File: src/rtl/rlpc_pkg.sv
package rlpc_pkg;

  // opcodes
  localparam logic [1:0] OP_WRITE  = 2'd0;
  localparam logic [1:0] OP_SWAP   = 2'd1;
  localparam logic [1:0] OP_LOAD   = 2'd2;
  localparam logic [1:0] OP_RENDER = 2'd3;

  // config register indexes
  localparam logic [2:0] CFG_ROAD_MODE = 3'd0;
  localparam logic [2:0] CFG_ROAD_PAL  = 3'd1;
  localparam logic [2:0] CFG_BG_PAL    = 3'd2;
  localparam logic [2:0] CFG_SKY_PAL   = 3'd3;
  localparam logic [2:0] CFG_SCROLL    = 3'd4;

  localparam logic [11:0] ROAD_PAL_RST = 12'h400;
  localparam logic [11:0] BG_PAL_RST   = 12'h420;
  localparam logic [11:0] SKY_PAL_RST  = 12'h780;

  // road RAM: two banks of 2048 words
  localparam int RAM_AW    = 11;
  localparam int RAM_WORDS = 2048;
  localparam int BANK_AW   = RAM_AW + 1;

  localparam logic [RAM_AW-1:0] ROAD1_LINE_BASE = 11'h100;
  localparam logic [RAM_AW-1:0] HPOS0_BASE      = 11'h200;
  localparam logic [RAM_AW-1:0] HPOS1_BASE      = 11'h400;
  localparam logic [RAM_AW-1:0] COLOR_BASE      = 11'h600;

  localparam logic [11:0] HPOS_BIAS  = 12'h5f8;
  localparam logic [11:0] HPOS_LIMIT = 12'h200;
  localparam int LOW_PRIO_BIT    = 11;
  localparam int NO_BG_SPLIT_BIT = 9;

  // pattern lines: 64 columns of eight 3-bit pixels
  localparam int COL_W     = 6;
  localparam int PIX_W     = 3;
  localparam int PWORD_W   = 8 * PIX_W;
  localparam logic [COL_W-1:0] STRIPE_COL = 6'd31;
  localparam logic [PIX_W-1:0] PIX_BG     = 3'd3;
  localparam logic [PIX_W-1:0] PIX_STRIPE = 3'd7;

  // bit p1 of entry p0 set: road1 wins
  localparam logic [7:0] PRIO_MAP_A [8] = '{8'h80, 8'h81, 8'h81, 8'h87,
                                            8'h00, 8'h00, 8'h00, 8'h00};
  localparam logic [7:0] PRIO_MAP_B [8] = '{8'h81, 8'h81, 8'h81, 8'h8f,
                                            8'h00, 8'h00, 8'h00, 8'h80};

  typedef struct packed {
    logic [2:0]  road_mode;
    logic [11:0] road_pal;
    logic [11:0] bg_pal;
    logic [11:0] sky_pal;
  } shade_cfg_t;

  typedef struct packed {
    logic             on_screen;
    logic [15:0]      data0;
    logic [15:0]      data1;
    logic [15:0]      cw0;
    logic [15:0]      cw1;
    logic [PIX_W-1:0] pix0;
    logic [PIX_W-1:0] pix1;
  } shade_in_t;

endpackage

File: src/rtl/rlpc_shade.sv
module rlpc_shade
  import rlpc_pkg::*;
(
  input  shade_cfg_t  cfg,
  input  shade_in_t   si,
  output logic [11:0] color,
  output logic        drawn
);

  function automatic logic [11:0] road_color(input logic r, input logic [PIX_W-1:0] pix,
                                             input logic [15:0] data,
                                             input logic [15:0] cw,
                                             input shade_cfg_t c);
    logic [11:0] off;
    logic [3:0]  nib;
    logic [11:0] base0;
    logic [11:0] res;
    off   = r ? 12'h008 : 12'h000;
    nib   = r ? cw[7:4] : cw[3:0];
    base0 = c.road_pal ^ off ^ {11'd0, nib[0]};
    case (pix)
      3'd0: res = base0;
      3'd1: res = c.road_pal ^ (off | 12'h002) ^ {11'd0, nib[1]};
      3'd2: res = c.road_pal ^ (off | 12'h004) ^ {11'd0, nib[2]};
      3'd3: begin
        if (data[NO_BG_SPLIT_BIT]) begin
          res = base0;
        end else begin
          res = c.bg_pal ^ (r ? 12'h010 : 12'h000) ^ {8'd0, cw[11:8]};
        end
      end
      default: res = c.road_pal ^ (off | 12'h006) ^ {11'd0, nib[3]};
    endcase
    return res;
  endfunction

  logic [1:0]  mode;
  logic        low0;
  logic        low1;
  logic        sky;
  logic [6:0]  sky_raw;
  logic [11:0] col0;
  logic [11:0] col1;
  logic        win1;
  logic        early;

  assign mode = cfg.road_mode[1:0];
  assign low0 = si.data0[LOW_PRIO_BIT];
  assign low1 = si.data1[LOW_PRIO_BIT];
  assign col0 = road_color(1'b0, si.pix0, si.data0, si.cw0, cfg);
  assign col1 = road_color(1'b1, si.pix1, si.data1, si.cw1, cfg);

  always_comb begin
    sky     = 1'b0;
    sky_raw = '0;
    win1    = 1'b0;
    case (mode)
      2'd0: begin
        sky     = low0;
        sky_raw = si.data0[6:0];
      end
      2'd1: begin
        sky     = low0 | low1;
        sky_raw = low0 ? si.data0[6:0] : si.data1[6:0];
        win1    = PRIO_MAP_A[si.pix0][si.pix1];
      end
      2'd2: begin
        sky     = low0 | low1;
        sky_raw = low1 ? si.data1[6:0] : si.data0[6:0];
        win1    = PRIO_MAP_B[si.pix0][si.pix1];
      end
      default: begin
        sky     = low1;
        sky_raw = si.data1[6:0];
        win1    = 1'b1;
      end
    endcase
  end

  assign early = (low0 & low1) | (mode == 2'd0 & low0) | (mode == 2'd3 & low1);

  always_comb begin
    if (!si.on_screen) begin
      drawn = 1'b0;
      color = '0;
    end else if (early) begin
      drawn = sky;
      color = sky ? ({5'd0, sky_raw} | cfg.sky_pal) : 12'd0;
    end else begin
      drawn = 1'b1;
      color = win1 ? col1 : col0;
    end
  end

endmodule

File: config.mk
export PLATFORM = sky130hd
export DESIGN_NAME = rlpc_shade
export DESIGN_NICKNAME = d
export VERILOG_FILES = /design/src/rtl/rlpc_pkg.sv /design/src/rtl/rlpc_shade.sv
export SDC_FILE = /design/constraint.sdc
export NUM_CORES = 1
export LEC_CHECK = 0
export ABC_AREA = 1
export CAP_MARGIN = 25
export CORE_MARGIN = 10
export CORE_UTILIZATION = 60
export DETAILED_ROUTE_END_ITERATION = 7
export DONT_BUFFER_PORTS = 1
export PLACE_DENSITY_LB_ADDON = 0.12
export SLEW_MARGIN = 10
export SYNTH_ARGS = -nofsm -noshare
export SYNTH_HDL_FRONTEND = slang
export SYNTH_SLANG_ARGS = --single-unit
File: constraint.sdc
create_clock -name vclk -period 2.65
set_clock_uncertainty 0.15 [all_clocks]
set_input_delay 0.1325 -clock vclk [all_inputs]
set_output_delay 0.1325 -clock vclk [all_outputs]
set_load 0.05 [all_outputs]
# After elaboration in Yosys (flattened, before gate mapping)
# Memories as Yosys holds them, arrays and structs flattened.
# Index checks and enable logic that the tools add are counted.
dict set report word_totals {
  mem_count 2
  romBits 128
  regBits 0
  word_cells 66
  in_bits 110
  out_inout_bits 13
}
# name words word_bits read_ports rd_clocked_by_memory_dff write_ports line_no
set memory_table {}
lappend memory_table {{(name not given)} 8 8 1 0 0 rlpc_shade.sv:70} ;# win1 = PRIO_MAP_B[si.pix0][si.pix1];
lappend memory_table {{(name not given)} 8 8 1 0 0 rlpc_shade.sv:65} ;# win1 = PRIO_MAP_A[si.pix0][si.pix1];
dict set report op_classes {
  magnitude_cmp 2
  eq_ne 9
  reduce_logical 4
  mux 23
  n_bitwise 26
}
# op count
set ops {}
lappend ops {{$pmux W12 S4} 2}
lappend ops {{$xor A12 B1 Y12} 8}
lappend ops {{$mux W12} 6}
lappend ops {{$mux W8} 4}
lappend ops {{$xor A12 B4 Y12} 2}
lappend ops {{$pmux W7 S3} 1}
lappend ops {{$mux W7} 2}
lappend ops {{$eq A3 B2 Y1 const B} 4}
lappend ops {{$or A7 B12 Y12} 1}
lappend ops {{$bmux W1 S3} 2}
lappend ops {{$eq A3 B1 Y1 const B} 2}
lappend ops {{$logic_not A3 Y1} 2}
lappend ops {{$not A2 Y2} 3}
lappend ops {{$eq A2 B2 Y1 const B} 2}
lappend ops {{$ge A4 B4 Y1 const B} 1}
lappend ops {{$lt A3 B4 Y1 const B} 1}
lappend ops {{$mux W1} 4}
lappend ops {{$not A1 Y1} 4}
lappend ops {{$not A3 Y4} 1}
lappend ops {{$and A1 B1 Y1} 3}
lappend ops {{$not A3 Y3} 1}
lappend ops {{$or A1 B1 Y1} 3}
lappend ops {{$pmux W1 S3} 1}
lappend ops {{$eq A2 B1 Y1 const B} 1}
lappend ops {{3 further kinds} 3}

# Depth between registers and ports, before layout
# Gate-level depths: netlist (run 1).
dict set report logic_depth {
  depth_word 10
  depth_mapped 13
  ltp_nobuf 12
}

# Worst setup path before layout (run 1)
# Ideal clock, no wire load.
dict set report synth_timing {
  path_kind {in2out}
  start {in cfg[36] (netlist name)}
  end {out color[10]}
  cell_stages 10
  t_required_ns 2.368
  n_path_buf 2
  arrival_ns 2.091
  path_slack_ns 0.276
  path_cell_list {inv_1 > ha_1 > nand2_1 > and2_1 > buf_2 > o21ai_1 > inv_2 > buf_2 > o21ai_0 > a21oi_1}
}
dict set report synth_between {
  elab_chain_cells 6
  word_cells_on_any_way 15
  cone_classes {3 x eq/ne; 6 x mux; 4 x bitwise; 2 x reduce/logical}
}
# item line_no
set synth_rtl {}
lappend synth_rtl {{start, declared} rlpc_shade.sv:4} ;# input shade_cfg_t cfg,
lappend synth_rtl {{$eq A2 B2 Y1, or another cell as far along} rlpc_shade.sv:57} ;# case (mode)
lappend synth_rtl {{$reduce_or A2 Y1 (no source line) / $and A1 B1 Y1 (equally long branches)} -}
lappend synth_rtl {{$pmux W1 S2 / $or A1 B1 Y1 (equally long branches)} {rlpc_shade.sv:57, rlpc_shade.sv:80}}
lappend synth_rtl {{$mux W12 / $or A1 B1 Y1 (equally long branches)} {rlpc_shade.sv:88, rlpc_shade.sv:80}}
lappend synth_rtl {{$mux W12 *} rlpc_shade.sv:86} ;# end else if (early) begin
lappend synth_rtl {{$mux W12 *} rlpc_shade.sv:83} ;# if (!si.on_screen) begin
lappend synth_rtl {{end, declared} rlpc_shade.sv:6} ;# output logic [11:0] color,
# Mark *: on every way between the ends. The rest lies on a longest branch, timed or not.

# Final worst setup path (run 1)
dict set report layout_timing {
  start {in si[5] (netlist name)}
  end {out color[3]}
}
dict set report layout_between {
  elab_chain_cells 10
  word_cells_on_any_way 20
  cone_classes {3 x eq/ne; 13 x mux; 1 x bitwise; 1 x reduce/logical; 2 x memory}
}
# item line_no
set layout_rtl {}
lappend layout_rtl {{start, declared} rlpc_shade.sv:5} ;# input shade_in_t si,
lappend layout_rtl {{$not A3 Y4 (not written as such)} {rlpc_shade.sv:65, rlpc_shade.sv:70}}
lappend layout_rtl {{$mem_v2 Z8 W8, on equally long branches} -}
lappend layout_rtl {{$mux W8, on equally long branches (2 in series)} {rlpc_shade.sv:70, rlpc_shade.sv:65}}
lappend layout_rtl {{$bmux W1 S3, on equally long branches} {rlpc_shade.sv:70, rlpc_shade.sv:65}}
lappend layout_rtl {{$mux W1, on equally long branches} {rlpc_shade.sv:70, rlpc_shade.sv:65}}
lappend layout_rtl {{$pmux W1 S3} rlpc_shade.sv:57}
lappend layout_rtl {{$mux W12 *} rlpc_shade.sv:91} ;# color = win1 ? col1 : col0;
lappend layout_rtl {{$mux W12 *} rlpc_shade.sv:86}
lappend layout_rtl {{$mux W12 *} rlpc_shade.sv:83}
# Mark *: on every way between the ends. The rest lies on a longest branch, timed or not. The select of a mux whose other input is x is not followed.

==> results.txt, run 1 <==
Worst Path Required - 2370 ps
Mapped Area - 0.00134 mm²
die height - 67.2 µm
DRT Pass-1 Iters - 5
Final Hold Vio Count - 0
WP data arrival - 1700 ps
Synth Net Count - 387
DRC violations left - 0
total grt overflow - 0
dpl cells - 301
Worst Tran Pin Value - 551 ps
overall power - 302 µW
Hold Path Cell Cnt - 3
max-cap violations - 0
synthesized area per cell - 4.91 µm²
Starting DRT DRC Count - 138
row count - 17
Worst Path Class, Setup - in2out
register area share after synthesis - 0%
crit end category - primary output
die area - 0.00451 mm²
Sequential cell area - 0 µm²
Tmin final - 1990 ps
design area - 0.00140 mm²
Die Wd - 67.2 µm
layout cells sized above 1 - 8.42%
worst hold start - cfg[9]
Final Hold Slack - 471 ps
Port Buffers - 0
pwr/cell area - 216 mW/mm²
unrepaired setup endpoints after global routing - no
Hold Path Class - in2out
static leakage - 0.797 nW
worst-path fanout max - 16
DP HPWL - 3750 µm
first-pass GRT wire length - 6860 µm
IO Pins - 123
nets - 390
max-slew violations - 0
clock buffer count - 0
initial antenna violation count - 0
fin cells - 301
Ant. Diodes - 0
vias in the first global route - 1,589
top cell type's share of synthesized area - 23.9%
Post-CTS Setup Bufs - 0
final worst path period share - 75.0%
Max IR drop VDD - 0.000164 V
Starting Density - 61.5%
slew margin rel. - 63.2%
Worst Hold Path EP - color[9]
# hold bufs at CTS - 0
startpoint types - primary input
drt via density - 5.62
final RePlAce weighted congestion - 0.906
Area after DPL - 0.00140 mm²
synthesized instance count - 272
synthesis-to-layout area growth - 4.59%
all-layer global routing usage - 18.0%
Max Freq - 503 MHz
cell taking the most area after synthesis - nand2_1
setup_tns - 0 ps
Setup-failing EPs final - 0
largest net degree at the start of global routing - 17
Synth Warn # - 0
Vias - 1,691
routed wire length - 4400 µm
Core Area - 0.00217 mm²
DP Worst Slack - 690 ps
distinct cell type count after synthesis - 31
DRT antenna net count - 0
worst setup margin - 663 ps
status - completed
post-CTS resize count - 0
seq_cells - 0
top cells by area, synth - nand2_1 24%, nand3_1 15%, inv_1 10%, o21ai_0 6.4%, nand4_1 6.1%
fin util - 64.4%
routed len/inst - 14.6 µm
[area by class of cell]
| type | count | area, µm² |
|---|---|---|
| fill | 233 | 773 |
| inverter | 42 | 160 |
| multi-input combinational | 222 | 1130 |
| tap | 28 | 35.0 |
| timing repair buffer | 9 | 67.6 |
[synth_stat cells]
cell       n
inv_4      1
buf_2      3
buf_6      1
nand3_1   40
nor3_4     1
ha_1       5
xor2_1     4
nand3_2    1
o211ai_1   2
and2_1     1
buf_1      1
o21bai_1   2
inv_1     36
a41oi_1    1
nand2_1   85
o221ai_1   1
o31ai_1    1
a21oi_1   13
mux2i_1    1
o21ai_1    6
nor2_2     1
nand2_2    1
clkbuf_1   3
o21ai_2    2
nand4_1   13
o21ai_0   17
inv_2      5
or2_2      1
a21oi_2    1
nor2_1    16
xnor2_1    6
[metal layers]
| metal | vias to the layer above | global-route usage [%] | routed length, µm |
|---|---|---|---|
| li1 | 906 | - | - |
| met1 | 688 | 21.8 | 1700 |
| met2 | 95 | 29.6 | 1980 |
| met3 | 2 | 8.43 | 700 |
| met4 | 0 | 1.54 | 19 |
| met5 | - | 0 | 0 |
[logic make-up (layout without fill, tap and decap cells)]
logic type	after synthesis	after routing	share of synthesized area, %
compound gates	46	46	19.6
xor+xnor	10	10	6.56
fa+ha+maj	5	5	4.69
buf+inv	50	51	15.1
mux	1	1	0.750
simple gates	160	160	53.3
[power breakdown]
group	switching, mW	internal (mW)
combinational	0.209	0.0933
clock	0	0
sequential	0	0
total	0.209	0.0933
[worst max-delay path by stage]
stage            start        end  slack, ps  depth (start not counted)
2_1_floorplan  cfg[36]  color[10]        280                         10
3_3_place_gp     si[5]   color[3]        690                          7
3_5_place_dp     si[5]   color[3]        690                          7
4_1_cts          si[5]   color[3]        680                          7
5_1_grt          si[5]   color[3]        420                          7
6_report         si[5]   color[3]        660                          7
[worst max-delay path: stages]
cell	delay (ps)
inv_2	170
nand3_1	460
o21ai_0	330
nand2_1	80
nand3_1	120
nand3_1	80
inv_1	340
[placed cells by master (no fill, tap or decap), drive strengths merged]
cell type   n
or2         1
o21bai      2
nor2       17
o21ai      25
ha          5
xor2        4
o221ai      1
nor3        1
nand2      86
nand4      13
nand3      41
a41oi       1
o211ai      2
xnor2       6
mux2i       1
a21oi      14
inv        42
buf         9
o31ai       1
and2        1
(Power assumes the default switching activity.)
==> run 2: changes to the inputs <==
==> constraint.sdc (replaced) <==
create_clock -name vclk -period 2
set_clock_uncertainty 0.15 [all_clocks]
set_input_delay 0.1 -clock vclk [all_inputs]
set_output_delay 0.1 -clock vclk [all_outputs]
set_load 0.05 [all_outputs]
==> run 2 against run 1 <==
Non-clock buffer count rose by 8. Combinational power rose by 75%. Die area did not move. Via count rose by 5.9%. Core utilization rose by 12 points. Hold slack got worse by 29 ps. Wire length rose by 8.5%. Count of clock-buffer cells in the layout did not move. Critical path type unchanged. Highest routed layer unchanged.
==> results.txt, run 2 (same netlist as run 1, synthesis figures left out) <==
Worst Path Required - 1750 ps (was 2370 ps)
P_sw - 317 µW (was 209 µW)
Final Hold Vio Count - 0 (unchanged)
routed wire length - 4770 µm (was 4400 µm)
DRT antenna net count - 0 (unchanged)
pwr/cell area - 318 mW/mm² (was 216 mW/mm²)
Max IR drop VDD - 0.000236 V (was 0.000164 V)
nets - 398 (was 390)
Sequential cell area - 0 µm² (unchanged)
crit end category - primary output (unchanged)
Hold Path Class - in2out (unchanged)
peak per-stage delay on the critical path - 290 ps (was 460 ps)
Sw Share - 59.8% (was 69.1%)
final worst path period share - 90.1%
# hold bufs at CTS - 0 (unchanged)
Clock power frac - 0% (about the same)
first-pass GRT wire length - 7850 µm (was 6860 µm)
max-cap violations - 0 (unchanged)
Setup-failing EPs final - 0 (unchanged)
most frequent cells in the layout - 85 x nand2_1, 40 x nand3_1, 36 x inv_1, 17 x o21ai_0, 16 x nor2_1 (unchanged)
vias in the first global route - 1,795 (was 1,589)
synthesis-to-layout area growth - 24.6% (was 4.59%)
row count - 17 (unchanged)
Hold Path Cell Cnt - 5 (was 3)
IO Pins - 123 (unchanged)
post-CTS resize count - 0 (unchanged)
critical path, cell by cell - or2_2 -> nand3_1 -> nand2_1 -> nand2_1 -> nand3_2 -> nand3_1 -> nand2_1 -> a21oi_2 -> buf_12 (was inv_2 -> nand3_1 -> o21ai_0 -> nand2_1 -> nand3_1 -> nand3_1 -> inv_1)
die height - 67.2 µm (unchanged)
startpoint types - primary input (unchanged)
design area - 0.00166 mm² (was 0.00140 mm²)
Vias - 1,790 (was 1,691)
Worst Path Class, Setup - in2out (unchanged)
overall power - 529 µW (was 302 µW)
all-layer global routing usage - 20.7% (was 18.0%)
FILL cells - 197 (was 233)
max-slew violations - 0 (unchanged)
drt via density - 5.79 (was 5.62)
worst hold start - cfg[0] (was cfg[9])
most frequent CP cell - nand2_1 (was nand3_1)
Worst Hold Path EP - color[0] (was color[9])
layout cells sized above 1 - 12.8% (was 8.42%)
leading cell type in the layout, fill and taps excluded - nand2_1 (unchanged)
DRT Pass-1 Iters - 4 (was 5)
Core Area - 0.00217 mm² (unchanged)
worst-path fanout max - 15 (was 16)
largest net degree at the start of global routing - 17 (unchanged)
unrepaired setup endpoints after global routing - no (unchanged)
clock buffer count - 0 (unchanged)
die area - 0.00451 mm² (unchanged)
setup_tns - 0 ps (unchanged)
seq_cells - 0 (unchanged)
sequential power share - 0% (about the same)
Comb power frac - 100.0% (about the same)
slew margin rel. - 74.2% (was 63.2%)
Tmin final - 1800 ps
Area after DPL - 0.00166 mm² (was 0.00140 mm²)
Worst Tran Pin Value - 384 ps (was 551 ps)
DRC violations left - 0 (unchanged)
Starting DRT DRC Count - 193 (was 138)
DP HPWL - 4150 µm (was 3750 µm)
WP data arrival - 1550 ps (was 1700 ps)
CP max-delay cell - or2_2 (was nand3_1)
initial antenna violation count - 0 (unchanged)
Die Wd - 67.2 µm (unchanged)
Ant. Diodes - 0 (unchanged)
final RePlAce weighted congestion - 0.889 (was 0.906)
fin util - 76.6% (was 64.4%)
static leakage - 0.885 nW (was 0.797 nW)
Post-CTS Setup Bufs - 0 (unchanged)
status - completed (unchanged)
Internal Power - 213 µW (was 93.3 µW)
Starting Density - 61.5% (unchanged)
Port Buffers - 0 (unchanged)
Max Freq - 555 MHz
routed len/inst - 15.4 µm (was 14.6 µm)
total grt overflow - 0 (unchanged)
-- run 2: critical path: cells and delay by family --
family,cells,cell delay [ps]
simple gates,7,1120
compound gates,1,180
buf+inv,1,160
-- run 2: power by group through the flow --
stage | Clock, mW | Sequential [mW] | Combinational (mW)
final | 0 | 0 | 0.529
after global routing | 0 | 0 | 0.578
after CTS | 0 | 0 | 0.529
after detailed placement | 0 | 0 | 0.528
after global placement | 0 | 0 | 0.519
after floorplan | 0 | 0 | 0.354
-- run 2: per-layer routing --
| layer | vias to the layer above | GRT usage, % | wire (µm) |
|---|---|---|---|
| li1 | 915 | - | - |
| met1 | 781 | 22.9 | 1730 |
| met2 | 92 | 37.3 | 2350 |
| met3 | 2 | 8.76 | 678 |
| met4 | 0 | 2.05 | 9 |
| met5 | - | 0 | 0 |
-- run 2: worst max-delay path by stage --
stage / end / depth (start not counted) / start / slack (ps)
floorplan: color[0] / 10 / cfg[36] / 40
global placement: color[0] / 9 / si[4] / 260
detailed placement: color[0] / 9 / si[4] / 210
CTS: color[0] / 9 / si[4] / 220
global route: color[2] / 12 / si[5] / 50
finish: color[0] / 9 / si[4] / 200
-- run 2: cell type report --
cell class                      instances  area (µm²)  share of cell area [%]
Multi-Input combinational cell        222        1190                    71.6
Tap cell                               28        35.0                    2.11
Inverter                               42         160                    9.63
Timing Repair Buffer                   17         278                    16.7
-- run 2: metrics by stage --
step / hold WS [ps] / setup slack, ps / instances
after floorplan: 347 / 42.9 / 272
after global placement: 438 / 264 / 309
after detailed placement: 442 / 215 / 309
after CTS: 446 / 216 / 309
after global routing: 487 / 47.5 / 309
final: 442 / 199 / 309
==> run 3: changes to the inputs <==
--- a/config.mk
+++ b/config.mk
@@ -12,6 +12,7 @@
 export DETAILED_ROUTE_END_ITERATION = 7
 export DONT_BUFFER_PORTS = 1
 export PLACE_DENSITY_LB_ADDON = 0.12
+export SKIP_LAST_GASP = 1
 export SLEW_MARGIN = 10
 export SYNTH_ARGS = -nofsm -noshare
 export SYNTH_HDL_FRONTEND = slang
==> constraint.sdc (replaced) <==
create_clock -name vclk -period 2
set_clock_uncertainty 0.15 [all_clocks]
set_input_delay 0.1 -clock vclk [all_inputs]
set_output_delay 0.1 -clock vclk [all_outputs]
set_load 0.01 [all_outputs]
==> run 3 against run 2 <==
Wire length is 7.7% lower. Count of clock-buffer cells in the layout is the same. Largest power group unchanged. Combinational power fell by 44%. Critical path depth unchanged. Non-clock buffer count is 11 lower. Sequential share of layout area stayed put.
==> results.txt, run 3 (same netlist as run 1, synthesis figures left out) <==
Sequential cell area - 0 µm² (unchanged)
Hold Path Cell Cnt - 2 (was 5)
initial antenna violation count - 0 (unchanged)
highest routed metal layer - met4 (unchanged)
Worst Path Class, Setup - in2out (unchanged)
final RePlAce weighted congestion - 0.868 (was 0.889)
WP data arrival - 1470 ps (was 1550 ps)
drt via density - 5.65 (was 5.79)
max-cap violations - 0 (unchanged)
Port Buffers - 0 (unchanged)
Worst setup endpoint - color[10] (was color[0])
nets - 387 (was 398)
largest net degree at the start of global routing - 17 (unchanged)
DP HPWL - 3780 µm (was 4150 µm)
slew margin rel. - 74.5% (was 74.2%)
status - completed (unchanged)
synthesis-to-layout area growth - 2.91% (was 24.6%)
first-pass GRT wire length - 6840 µm (was 7850 µm)
fin util - 63.3% (was 76.6%)
Core Area - 0.00217 mm² (unchanged)
crit end category - primary output (unchanged)
die height - 67.2 µm (unchanged)
final worst path period share - 86.1% (was 90.1%)
startpoint types - primary input (unchanged)
post-CTS resize count - 0 (unchanged)
static leakage - 0.780 nW (was 0.885 nW)
Starting Density - 61.5% (unchanged)
DRT Pass-1 Iters - 4 (unchanged)
met3 wire len - 582 µm (was 678 µm)
row count - 17 (unchanged)
FILL cells - 245 (was 197)
Max IR drop VDD - 0.000130 V (was 0.000236 V)
Area after DPL - 0.00137 mm² (was 0.00166 mm²)
layout cells sized above 1 - 7.41% (was 12.8%)
Ant. Diodes - 0 (unchanged)
Setup-failing EPs final - 0 (unchanged)
Hold Path Class - in2out (unchanged)
worst-path fanout max - 12 (was 15)
# hold bufs at CTS - 0 (unchanged)
unrepaired setup endpoints after global routing - no (unchanged)
all-layer global routing usage - 17.9% (was 20.7%)
DP Worst Slack - 296 ps (was 215 ps)
total grt overflow - 0 (unchanged)
Metal-1 WL - 1820 µm (was 1730 µm)
worst setup margin - 278 ps (was 199 ps)
Final Hold Vio Count - 0 (unchanged)
leading cell type in the layout, fill and taps excluded - nand2_1 (unchanged)
area of the multi-input gates - 0.00113 mm² (was 0.00119 mm²)
routed length on met2 - 1970 µm (was 2350 µm)
Tmin final - 1720 ps (was 1800 ps)
max-slew violations - 0 (unchanged)
pwr/cell area - 217 mW/mm² (was 318 mW/mm²)
routed len/inst - 14.8 µm (was 15.4 µm)
die area - 0.00451 mm² (unchanged)
design area - 0.00137 mm² (was 0.00166 mm²)
Starting DRT DRC Count - 122 (was 193)
Post-CTS Setup Bufs - 0 (unchanged)
vias in the first global route - 1,549 (was 1,795)
most frequent cells in the layout - 85 x nand2_1, 40 x nand3_1, 36 x inv_1, 17 x o21ai_0, 16 x nor2_1 (unchanged)
seq_cells - 0 (unchanged)
IO Pins - 123 (unchanged)
routed wire length - 4410 µm (was 4770 µm)
Max Freq - 581 MHz (was 555 MHz)
Worst Path Required - 1750 ps (about the same)
critical path launch point - cfg[36] (was si[4])
Worst Tran Pin Value - 381 ps (was 384 ps)
setup_tns - 0 ps (unchanged)
Die Wd - 67.2 µm (unchanged)
clock buffer count - 0 (unchanged)
DRT antenna net count - 0 (unchanged)
DRC violations left - 0 (unchanged)
Vias - 1,685 (was 1,790)
run 3: cell types whose count changed in the layout (fill, tap and decap cells not counted):
cell / before / now
buf_4: 5 / 6
a21oi_1: 8 / 13
a21oi_4: 5 / 0
buf_12: 12 / 0
run 3: worst min path at each step:
stage | endpoint | from
final | color[11] | cfg[11]
after global routing | color[8] | cfg[8]
after CTS | color[11] | cfg[11]
after detailed placement | color[11] | cfg[11]
after global placement | color[7] | cfg[7]
after floorplan | color[10] | cfg[10]
run 3: critical path, cell delays in order:
cell,delay [ps]
inv_1,40
ha_1,230
nand2_1,60
and2_1,280
o21ai_1,150
inv_2,220
o21ai_0,130
a21oi_1,130
buf_4,140
run 3: layout make-up:
class                           instances  share of cell area, %
Timing Repair Buffer                    6                   3.28
Inverter                               42                   11.7
Multi-Input combinational cell        222                   82.5
Tap cell                               28                   2.55
run 3: where the power goes:
group | total (mW) | switching [mW] | internal (mW)
Sequential | 0 | 0 | 0
Combinational | 0.297 | 0.188 | 0.110
Clock | 0 | 0 | 0
run 3: metal layers:
metal	track usage (%)	vias up
li1	-	889
met1	23.0	708
met2	28.8	84
met3	6.78	4
met4	1.79	0
met5	0	-
run 3: stage by stage:
stage	power, mW	instances	hold slack (ps)
3_5_place_dp	0.297	298	260
2_1_floorplan	0.243	272	246
3_3_place_gp	0.293	298	259
4_1_cts	0.298	298	260
6_report	0.297	298	257
5_1_grt	0.343	298	283
